## src/rtl/core/fws_pkg.sv

```systemverilog
// Package for the keypoint window search block.
// Holds the shared widths, status codes and the command type passed from
// the front end to the back end. No dependencies.
package fws_pkg;

    localparam int MAX_POINTS_DEF = 64;
    localparam int QUEUE_DEPTH    = 2;
    localparam int CFG_W          = 13;
    localparam int COORD_W        = 17;
    localparam int RADIUS_W       = 16;
    localparam int BOUND_W        = 19;
    localparam int PIX_W          = 15;
    localparam int IDX_W          = 6;
    localparam int STATUS_W       = 2;

    localparam logic CFG_WIDTH  = 1'b0;
    localparam logic CFG_HEIGHT = 1'b1;

    localparam logic [STATUS_W-1:0] ST_OK   = 2'd0;
    localparam logic [STATUS_W-1:0] ST_FULL = 2'd1;
    localparam logic [STATUS_W-1:0] ST_OFF  = 2'd2;

    localparam logic [CFG_W-1:0] WIDTH_RST  = 13'd640;
    localparam logic [CFG_W-1:0] HEIGHT_RST = 13'd480;

    typedef struct packed {
        logic                      is_query;
        logic                      off;
        logic                      new_set;
        logic signed [COORD_W-1:0] px;
        logic signed [COORD_W-1:0] py;
        logic signed [BOUND_W-1:0] minx16;
        logic signed [BOUND_W-1:0] maxx16;
        logic signed [BOUND_W-1:0] miny16;
        logic signed [BOUND_W-1:0] maxy16;
    } cmd_t;

endpackage

```

## src/rtl/core/feature_window_search.sv

```systemverilog
// Top level of the keypoint window search block.
// Connects the front end, the command queue and the back end.
// Depends on fws_pkg, fws_front, fws_queue and fws_back.
//
//   Channel   Handshake              Beat
//   input     in_valid / in_stall    func, point_x, point_y, radius_x, radius_y, new_set
//   output    out_valid / out_stall  point_index, hit, last, status
//   config    cfg_we                 cfg_index, cfg_data
//
// A load is handled in the back end and gives one result beat.
// With the output free, a query is answered by the scan, which reads one stored point
// per cycle from the keypoint memory; off-image queries give a single result beat.
// The front end is combinational, so an accepted beat is registered only in the queue,
// which holds two commands.
// Reset empties the store and the queue and loads the default image size.
// A stalled output can hold the scan; the input stalls only when the queue is full.
module feature_window_search
    import fws_pkg::*;
#(
    parameter int MAX_POINTS = MAX_POINTS_DEF
)
(
    input  logic                      clk,
    input  logic                      rst_n,
    input  logic                      cfg_we,
    input  logic                      cfg_index,
    input  logic [CFG_W-1:0]          cfg_data,
    input  logic                      in_valid,
    output logic                      in_stall,
    input  logic                      func,
    input  logic signed [COORD_W-1:0] point_x,
    input  logic signed [COORD_W-1:0] point_y,
    input  logic [RADIUS_W-1:0]       radius_x,
    input  logic [RADIUS_W-1:0]       radius_y,
    input  logic                      new_set,
    output logic                      out_valid,
    input  logic                      out_stall,
    output logic [IDX_W-1:0]          point_index,
    output logic                      hit,
    output logic                      last,
    output logic [STATUS_W-1:0]       status
);

    cmd_t front_cmd;
    cmd_t head_cmd;
    logic q_full;
    logic q_not_empty;
    logic q_pop;

    assign in_stall = q_full;

    fws_front u_front (
        .clk       (clk),
        .rst_n     (rst_n),
        .cfg_we    (cfg_we),
        .cfg_index (cfg_index),
        .cfg_data  (cfg_data),
        .func      (func),
        .point_x   (point_x),
        .point_y   (point_y),
        .radius_x  (radius_x),
        .radius_y  (radius_y),
        .new_set   (new_set),
        .cmd       (front_cmd)
    );

    fws_queue u_queue (
        .clk       (clk),
        .rst_n     (rst_n),
        .push      (in_valid && !q_full),
        .push_cmd  (front_cmd),
        .full      (q_full),
        .pop       (q_pop),
        .not_empty (q_not_empty),
        .head      (head_cmd)
    );

    fws_back #(
        .MAX_POINTS (MAX_POINTS)
    ) u_back (
        .clk         (clk),
        .rst_n       (rst_n),
        .cmd_valid   (q_not_empty),
        .cmd         (head_cmd),
        .cmd_pop     (q_pop),
        .out_valid   (out_valid),
        .out_stall   (out_stall),
        .point_index (point_index),
        .hit         (hit),
        .last        (last),
        .status      (status)
    );

endmodule

```

## src/rtl/core/fws_front.sv

```systemverilog
// Front end: image size registers and classification of each input beat.
// Turns a query into clamped window bounds and an off-image flag.
// Depends on fws_pkg.
module fws_front
    import fws_pkg::*;
(
    input  logic                      clk,
    input  logic                      rst_n,
    input  logic                      cfg_we,
    input  logic                      cfg_index,
    input  logic [CFG_W-1:0]          cfg_data,
    input  logic                      func,
    input  logic signed [COORD_W-1:0] point_x,
    input  logic signed [COORD_W-1:0] point_y,
    input  logic [RADIUS_W-1:0]       radius_x,
    input  logic [RADIUS_W-1:0]       radius_y,
    input  logic                      new_set,
    output cmd_t                      cmd
);

    logic [CFG_W-1:0] width_reg;
    logic [CFG_W-1:0] height_reg;

    logic signed [BOUND_W-1:0] dlx, dhx, dly, dhy;
    logic signed [PIX_W-1:0]   tlx, thx, tly, thy;
    logic signed [PIX_W-1:0]   minx, maxx, miny, maxy;
    logic signed [PIX_W-1:0]   w_s, h_s, wm1, hm1;

    function automatic logic signed [PIX_W-1:0] trunc16(input logic signed [BOUND_W-1:0] d);
        logic signed [BOUND_W-1:0] t;
        logic signed [PIX_W-1:0]   q;
        t = d >>> 4;
        q = t[PIX_W-1:0];
        if (d[BOUND_W-1] && (d[3:0] != 4'd0))
        begin
            q = q + 15'sd1;
        end
        return q;
    endfunction

    always_ff @(posedge clk or negedge rst_n)
    begin
        if (!rst_n)
        begin
            width_reg  <= WIDTH_RST;
            height_reg <= HEIGHT_RST;
        end
        else if (cfg_we)
        begin
            if (cfg_index == CFG_WIDTH)
            begin
                width_reg <= cfg_data;
            end
            else
            begin
                height_reg <= cfg_data;
            end
        end
    end

    always_comb
    begin
        dlx = BOUND_W'(point_x) - $signed({3'b000, radius_x});
        dhx = BOUND_W'(point_x) + $signed({3'b000, radius_x});
        dly = BOUND_W'(point_y) - $signed({3'b000, radius_y});
        dhy = BOUND_W'(point_y) + $signed({3'b000, radius_y});
        tlx = trunc16(dlx);
        thx = trunc16(dhx);
        tly = trunc16(dly);
        thy = trunc16(dhy);
        w_s = $signed({2'b00, width_reg});
        h_s = $signed({2'b00, height_reg});
        wm1 = w_s - 15'sd1;
        hm1 = h_s - 15'sd1;
        minx = (tlx > 15'sd0) ? tlx : 15'sd0;
        miny = (tly > 15'sd0) ? tly : 15'sd0;
        maxx = (thx < wm1) ? thx : wm1;
        maxy = (thy < hm1) ? thy : hm1;

        cmd.is_query = func;
        cmd.off      = (minx >= w_s) || (maxx < 15'sd0) || (miny >= h_s) || (maxy < 15'sd0);
        cmd.new_set  = new_set;
        cmd.px       = point_x;
        cmd.py       = point_y;
        cmd.minx16   = $signed({minx, 4'b0000});
        cmd.maxx16   = $signed({maxx, 4'b0000});
        cmd.miny16   = $signed({miny, 4'b0000});
        cmd.maxy16   = $signed({maxy, 4'b0000});
    end

endmodule

```

## src/rtl/core/fws_queue.sv

```systemverilog
// Short command queue between the front end and the back end.
// Pushes on request (the top level gates push with full), pops on request from the back end.
// Depends on fws_pkg.
module fws_queue
    import fws_pkg::*;
(
    input  logic clk,
    input  logic rst_n,
    input  logic push,
    input  cmd_t push_cmd,
    output logic full,
    input  logic pop,
    output logic not_empty,
    output cmd_t head
);

    localparam int PW = $clog2(QUEUE_DEPTH);
    localparam int CW = $clog2(QUEUE_DEPTH + 1);

    cmd_t          slot_reg [QUEUE_DEPTH];
    logic [PW-1:0] wr_ptr_reg, wr_ptr_next;
    logic [PW-1:0] rd_ptr_reg, rd_ptr_next;
    logic [CW-1:0] fill_reg, fill_next;

    assign full      = (fill_reg == CW'(QUEUE_DEPTH));
    assign not_empty = (fill_reg != '0);
    assign head      = slot_reg[rd_ptr_reg];

    always_comb
    begin
        wr_ptr_next = wr_ptr_reg;
        rd_ptr_next = rd_ptr_reg;
        fill_next   = fill_reg;
        if (push)
        begin
            wr_ptr_next = (wr_ptr_reg == PW'(QUEUE_DEPTH - 1)) ? '0 : wr_ptr_reg + 1'b1;
        end
        if (pop)
        begin
            rd_ptr_next = (rd_ptr_reg == PW'(QUEUE_DEPTH - 1)) ? '0 : rd_ptr_reg + 1'b1;
        end
        if (push && !pop)
        begin
            fill_next = fill_reg + 1'b1;
        end
        else if (pop && !push)
        begin
            fill_next = fill_reg - 1'b1;
        end
    end

    always_ff @(posedge clk or negedge rst_n)
    begin
        if (!rst_n)
        begin
            wr_ptr_reg <= '0;
            rd_ptr_reg <= '0;
            fill_reg   <= '0;
        end
        else
        begin
            wr_ptr_reg <= wr_ptr_next;
            rd_ptr_reg <= rd_ptr_next;
            fill_reg   <= fill_next;
        end
    end

    always_ff @(posedge clk)
    begin
        if (push)
        begin
            slot_reg[wr_ptr_reg] <= push_cmd;
        end
    end

endmodule

```

## src/rtl/core/fws_back.sv

```systemverilog
// Back end: keypoint store, load handling and the window scan.
// Scans one stored point per cycle unless a stalled output holds the scan, and drives the registered output beat.
// Depends on fws_pkg.
module fws_back
    import fws_pkg::*;
#(
    parameter int MAX_POINTS = MAX_POINTS_DEF
)
(
    input  logic                clk,
    input  logic                rst_n,
    input  logic                cmd_valid,
    input  cmd_t                cmd,
    output logic                cmd_pop,
    output logic                out_valid,
    input  logic                out_stall,
    output logic [IDX_W-1:0]    point_index,
    output logic                hit,
    output logic                last,
    output logic [STATUS_W-1:0] status
);

    localparam int AW = (MAX_POINTS > 1) ? $clog2(MAX_POINTS) : 1;
    localparam int CW = $clog2(MAX_POINTS + 1);

    localparam logic [1:0] S_IDLE = 2'd0;
    localparam logic [1:0] S_SCAN = 2'd1;

    logic signed [COORD_W-1:0] mem_x [MAX_POINTS];
    logic signed [COORD_W-1:0] mem_y [MAX_POINTS];

    logic [1:0]                state_reg, state_next;
    logic [CW-1:0]             count_reg, count_next;
    logic [CW-1:0]             scan_reg, scan_next;
    logic                      s2_valid_reg, s2_valid_next;
    logic [AW-1:0]             s2_idx_reg;
    logic signed [COORD_W-1:0] rdx_reg, rdy_reg;
    logic                      hold_valid_reg, hold_valid_next;
    logic [AW-1:0]             hold_idx_reg, hold_idx_next;
    logic signed [BOUND_W-1:0] minx_reg, maxx_reg, miny_reg, maxy_reg;
    logic                      out_valid_reg, out_valid_next;
    logic [IDX_W-1:0]          out_idx_reg, out_idx_next;
    logic                      out_hit_reg, out_hit_next;
    logic                      out_last_reg, out_last_next;
    logic [STATUS_W-1:0]       out_status_reg, out_status_next;

    logic          out_free;
    logic          issuing;
    logic          advance;
    logic          s2_match;
    logic          start_query;
    logic          do_write;
    logic [CW-1:0] eff_count;
    logic signed [BOUND_W-1:0] sx, sy;

    assign out_valid   = out_valid_reg;
    assign point_index = out_idx_reg;
    assign hit         = out_hit_reg;
    assign last        = out_last_reg;
    assign status      = out_status_reg;

    assign out_free  = !out_valid_reg || !out_stall;
    assign issuing   = (state_reg == S_SCAN) && (scan_reg < count_reg);
    assign sx        = BOUND_W'(rdx_reg);
    assign sy        = BOUND_W'(rdy_reg);
    assign s2_match  = (sx > minx_reg) && (sx < maxx_reg) && (sy > miny_reg) && (sy < maxy_reg);
    assign advance   = !s2_valid_reg || !s2_match || !hold_valid_reg || out_free;
    assign eff_count = cmd.new_set ? '0 : count_reg;

    always_comb
    begin
        state_next      = state_reg;
        count_next      = count_reg;
        scan_next       = scan_reg;
        s2_valid_next   = s2_valid_reg;
        hold_valid_next = hold_valid_reg;
        hold_idx_next   = hold_idx_reg;
        out_valid_next  = out_valid_reg && out_stall;
        out_idx_next    = out_idx_reg;
        out_hit_next    = out_hit_reg;
        out_last_next   = out_last_reg;
        out_status_next = out_status_reg;
        cmd_pop         = 1'b0;
        start_query     = 1'b0;
        do_write        = 1'b0;

        case (state_reg)
            S_IDLE:
            begin
                if (cmd_valid && cmd.is_query && !cmd.off)
                begin
                    cmd_pop         = 1'b1;
                    start_query     = 1'b1;
                    state_next      = S_SCAN;
                    scan_next       = '0;
                    s2_valid_next   = 1'b0;
                    hold_valid_next = 1'b0;
                end
                else if (cmd_valid && out_free)
                begin
                    cmd_pop        = 1'b1;
                    out_valid_next = 1'b1;
                    out_last_next  = 1'b1;
                    if (cmd.is_query)
                    begin
                        out_idx_next    = '0;
                        out_hit_next    = 1'b0;
                        out_status_next = ST_OFF;
                    end
                    else if (eff_count >= CW'(MAX_POINTS))
                    begin
                        out_idx_next    = '0;
                        out_hit_next    = 1'b0;
                        out_status_next = ST_FULL;
                    end
                    else
                    begin
                        do_write        = 1'b1;
                        count_next      = eff_count + 1'b1;
                        out_idx_next    = IDX_W'(eff_count);
                        out_hit_next    = 1'b1;
                        out_status_next = ST_OK;
                    end
                end
            end
            S_SCAN:
            begin
                if (advance)
                begin
                    s2_valid_next = issuing;
                    if (issuing)
                    begin
                        scan_next = scan_reg + 1'b1;
                    end
                    if (s2_valid_reg && s2_match)
                    begin
                        hold_valid_next = 1'b1;
                        hold_idx_next   = s2_idx_reg;
                        if (hold_valid_reg)
                        begin
                            out_valid_next  = 1'b1;
                            out_idx_next    = IDX_W'(hold_idx_reg);
                            out_hit_next    = 1'b1;
                            out_last_next   = 1'b0;
                            out_status_next = ST_OK;
                        end
                    end
                end
                if (!issuing && !s2_valid_reg && out_free)
                begin
                    state_next      = S_IDLE;
                    hold_valid_next = 1'b0;
                    out_valid_next  = 1'b1;
                    out_last_next   = 1'b1;
                    out_status_next = ST_OK;
                    out_hit_next    = hold_valid_reg;
                    out_idx_next    = hold_valid_reg ? IDX_W'(hold_idx_reg) : '0;
                end
            end
            default:
            begin
                state_next = S_IDLE;
            end
        endcase
    end

    always_ff @(posedge clk or negedge rst_n)
    begin
        if (!rst_n)
        begin
            state_reg      <= S_IDLE;
            count_reg      <= '0;
            scan_reg       <= '0;
            s2_valid_reg   <= 1'b0;
            hold_valid_reg <= 1'b0;
            out_valid_reg  <= 1'b0;
        end
        else
        begin
            state_reg      <= state_next;
            count_reg      <= count_next;
            scan_reg       <= scan_next;
            s2_valid_reg   <= s2_valid_next;
            hold_valid_reg <= hold_valid_next;
            out_valid_reg  <= out_valid_next;
        end
    end

    always_ff @(posedge clk)
    begin
        hold_idx_reg   <= hold_idx_next;
        out_idx_reg    <= out_idx_next;
        out_hit_reg    <= out_hit_next;
        out_last_reg   <= out_last_next;
        out_status_reg <= out_status_next;
        if (start_query)
        begin
            minx_reg <= cmd.minx16;
            maxx_reg <= cmd.maxx16;
            miny_reg <= cmd.miny16;
            maxy_reg <= cmd.maxy16;
        end
        if ((state_reg == S_SCAN) && advance && issuing)
        begin
            rdx_reg    <= mem_x[scan_reg[AW-1:0]];
            rdy_reg    <= mem_y[scan_reg[AW-1:0]];
            s2_idx_reg <= scan_reg[AW-1:0];
        end
    end

    always_ff @(posedge clk)
    begin
        if (do_write)
        begin
            mem_x[eff_count[AW-1:0]] <= cmd.px;
            mem_y[eff_count[AW-1:0]] <= cmd.py;
        end
    end

endmodule
```

## config.mk

```make
export PLATFORM = sky130hd
export DESIGN_NAME = feature_window_search
export DESIGN_NICKNAME = d
export VERILOG_FILES = /design/src/rtl/core/fws_pkg.sv /design/src/rtl/core/feature_window_search.sv /design/src/rtl/core/fws_front.sv /design/src/rtl/core/fws_queue.sv /design/src/rtl/core/fws_back.sv
export SDC_FILE = /design/constraint.sdc
export NUM_CORES = 2
export LEC_CHECK = 0
export BUFFER_PORTS_ARGS = -buffer_cell sky130_fd_sc_hd__buf_2
export CAP_MARGIN = 5
export CORE_MARGIN = 3
export CORE_UTILIZATION = 34
export CTS_BUF_LIST = sky130_fd_sc_hd__clkbuf_4
export DETAILED_ROUTE_END_ITERATION = 8
export GPL_TIMING_DRIVEN = 0
export SYNTH_ARGS = -nofsm -noshare
export SYNTH_HDL_FRONTEND = slang
export SYNTH_SLANG_ARGS = --single-unit
```

## constraint.sdc

```tcl
create_clock -name clk -period 5.7 [get_ports clk]
set_clock_uncertainty 0.05 [all_clocks]
set_input_delay 0.855 -clock clk [delete_from_list [all_inputs] [get_ports clk]]
set_output_delay 0.855 -clock clk [all_outputs]
set_load 0.01 [all_outputs]
```

==> impl_metrics.toml <==
[sta]
hold_ws_ps = 171.9
slew_headroom = 0.07623
grt_setup_unrepaired = "false"
drv_slew = 0
finalSetupViolCount = 0
fin_crit_sh = 0.9643
post-route-min-period_ps = 5497
fmax_ghz = 0.1819
hold_viol = 0
worst_pin_slew_ps = 1386

[pwr]
power_density_nw_per_um2 = 456.7
leakage_nw = 38.79
ir_drop_uv = 278.7

[global_route]
top_usage_layer = "met2"
antenna_found_initial = 33
met3_usage = 0.04000
overflow = 0
grt_pass1_vias = 56030
grt_max_degree = 65
use_met1 = 0.2410
grt_pass1_wl_um = 404000
grt_use_met2 = 0.2906
grtUsageTotal = 0.1813

[setup_path]
worstSetupEndpointType = "flip-flop"
crit_buf_inv = 3
crit_family = "simple AND/OR/NAND/NOR gates"
crit_slowest_cell = "or4b_4"
crit_fanout = 7
cpPeakStageDelay_ps = 560
start_kind = "primary input"
arrival_ps = 6490
criticalPathCategory = "in -> reg"
cp_cell_sequence = "dlygate4sd3_1 > buf_2 > ha_1 > or3_1 > a2111oi_1 > nor3_1 > xnor2_2 > and3b_1 > nand2b_1 > or4_1 > xor2_1 > inv_1 > ha_1 > nand2_1 > nor2_1 > a211oi_1 > o21ai_0 > a21oi_1 > o21a_1 > mux2_2 > or4b_4"
critPathRequiredTime_ps = 6690
cpMostUsedCell = "ha_1"

[synth]
synth_edf_count = 2486
ys_seq_area_frac = 0.7310
synth_top_cell_area_share = 0.7193
ys.flop_type = "edfxtp_1"
syn-cell-area_um2 = 103800
syn_area_per_cell_um2 = 20.78
syn_inst = 4994
synthTopCellsByArea = "edfxtp_1, mux4_2, ha_1, mux2_2, dfrtp_1"
ys_warn_count = 0
synthArstFlopShare = 0.01894
yosysTopAreaCell = "edfxtp_1"
synth_cell_types = 101
yosys_register_bits = 2534

[floorplanning]
num_rows = 202
initial_core_util = 0.3422
die_y_um = 558.5
coreArea_um2 = 303300
die_area_um2 = 311900
die_w_um = 558.5
ios = 99

[final_layout]
layout.nets = 6194
fillers = 27220
drive_above_1_share = 0.3453
fin_area_um2 = 120600
final_cell_mix = "edfxtp_1, clkbuf_4, mux4_2, ha_1, inv_1"
final_common_cell = "edfxtp_1"
area_growth_pct = 16.21

[placed_design]
dpl-instance-area_um2 = 111800
place.gp.congestion = 0.8649
hpwl_um = 190800
io_buffers = 98

[detailed_routing]
ant_nets = 0
drc = 0
routed_wl_um = 285600
wl_per_cell_um = 27.64
dr.pass1.iters = 6
via_per_inst = 5.329
drtIter0Drc = 6536
vias = 55080

[clock_tree]
clk_pin_slew_ps = 70
cts_root_buffer = "clkbuf_4"
cts_made_buffers = 658
cts_tree = "yes"
insertion_delay_ps = 1390
clock_sinks = 2534
h-tree-depth = 6
clockBufferDepth = 4

[outcome]
status = "completed"

[min_path]
hold_path.class = "in -> reg"

[flow_run]
maxCapViolations = 0
## tightest hold or removal path: stages
cell and delay, ps:
buf_2 70, and2_1 420, a221o_1 190
## worst paths after layout
| path | cells past startpoint | startpoint | slack (ps) | to |
|---|---|---|---|---|
| setup / recovery | 21 | point_y[6] | 200 | u_queue.slot_reg[1][95] |
| hold / removal | 3 | out_stall | 170 | u_back.out_valid |
| setup reg to reg | 9 | u_queue.rd_ptr_reg | 720 | u_back.mem_y[21][5] |
| hold reg to reg | 0 | u_back.s2_idx_reg[5] | 370 | u_back.hold_idx_reg[5] |
| max in group asynchronous | 3 | rst_n | 4450 | u_queue.rd_ptr_reg |
| min in group asynchronous | 3 | rst_n | 580 | u_front.width_reg[3] |
## layout make-up
cell class	instances	area (um^2)	area share
clock inverters	160	849.6	0.007044
diodes	23	57.56	0.0004772
plain buffers	211	862.1	0.007148
multi-input cells	2053	27160	0.2252
clock buffers	921	6914	0.05733
repair buffers	258	3178	0.02635
inverters	196	742.0	0.006152
flip-flops and latches	2534	75860	0.6290
well taps	3978	4977	0.04127
## timing repair
item	4_1_cts	5_1_grt
endpoints found under the hold margin	146	21
buffers inserted	0	8
setup endpoints to repair	0	49
hold buffers	57	1
gates resized for setup	0	43
## power by group
group	switching (W)	total, W	internal [W]
sequential	0.000389	0.0242	0.0238
clock	0.00720	0.0149	0.00772
combinational	0.0103	0.0160	0.00568
total	0.0179	0.0551	0.0372
## cells in the mapped netlist, types with 7 or more instances
cell type  count
nand2_1       89
xnor2_1       77
nand2b_1      24
ha_1         191
buf_1         57
and4_1         9
mux2i_1       33
a22o_1         7
o211ai_1      13
dfrtp_1       42
mux2_2       118
nor3b_1       11
nor2_1       172
a211oi_1      21
a21o_1        35
o21ai_0       72
nand3_1       40
and3_1        16
o21a_1        20
nor2b_1       20
nand3b_1       8
nor4_1        13
edfxtp_1    2486
and2_1        15
xor2_1        32
buf_2         15
nor3_1        41
mux4_2       714
a31oi_1       17
nand4_1       23
a21oi_1       70
inv_1        192
o21bai_1       9
or3_1          9
clkbuf_1     133
## metal layers
metal	up-vias	share of wire
li1	22980	-
met5	-	0.00014
met2	2498	0.48
met4	6	0.038
met3	456	0.083
met1	29130	0.40
## kinds of logic after synthesis
| logic type | count (synthesis) | synth area share |
|---|---|---|
| DFF | 2534 | 0.7310 |
| muxes | 866 | 0.1710 |
| and+or+nand+nor | 526 | 0.02589 |
| buffers and inverters | 410 | 0.01538 |
| AOI/OAI and AO/OA | 351 | 0.02334 |
| adders and majority gates | 195 | 0.02380 |
| xor gates and xnor gates | 111 | 0.009513 |
| other | 1 | 0.00003614 |
## stage by stage
| step | cells | utilization | TNS (ps) | power, W | setup WS [ps] |
|---|---|---|---|---|---|
| floorplan | 4997 | - | 0 | 0.03334 | 1.364 |
| global placement | 9073 | 0.3604 | -1857660 | 0.03988 | -2916 |
| detailed placement | 9160 | 0.3685 | -53610 | 0.04046 | -1176 |
| CTS | 10300 | 0.3960 | 0 | 0.05543 | 13.57 |
| global route | 10320 | 0.3975 | 0 | 0.05739 | 80.40 |
| finish | 10330 | 0.3976 | 0 | 0.05508 | 203.3 |
Note: power is estimated with default switching activity, not from simulation.
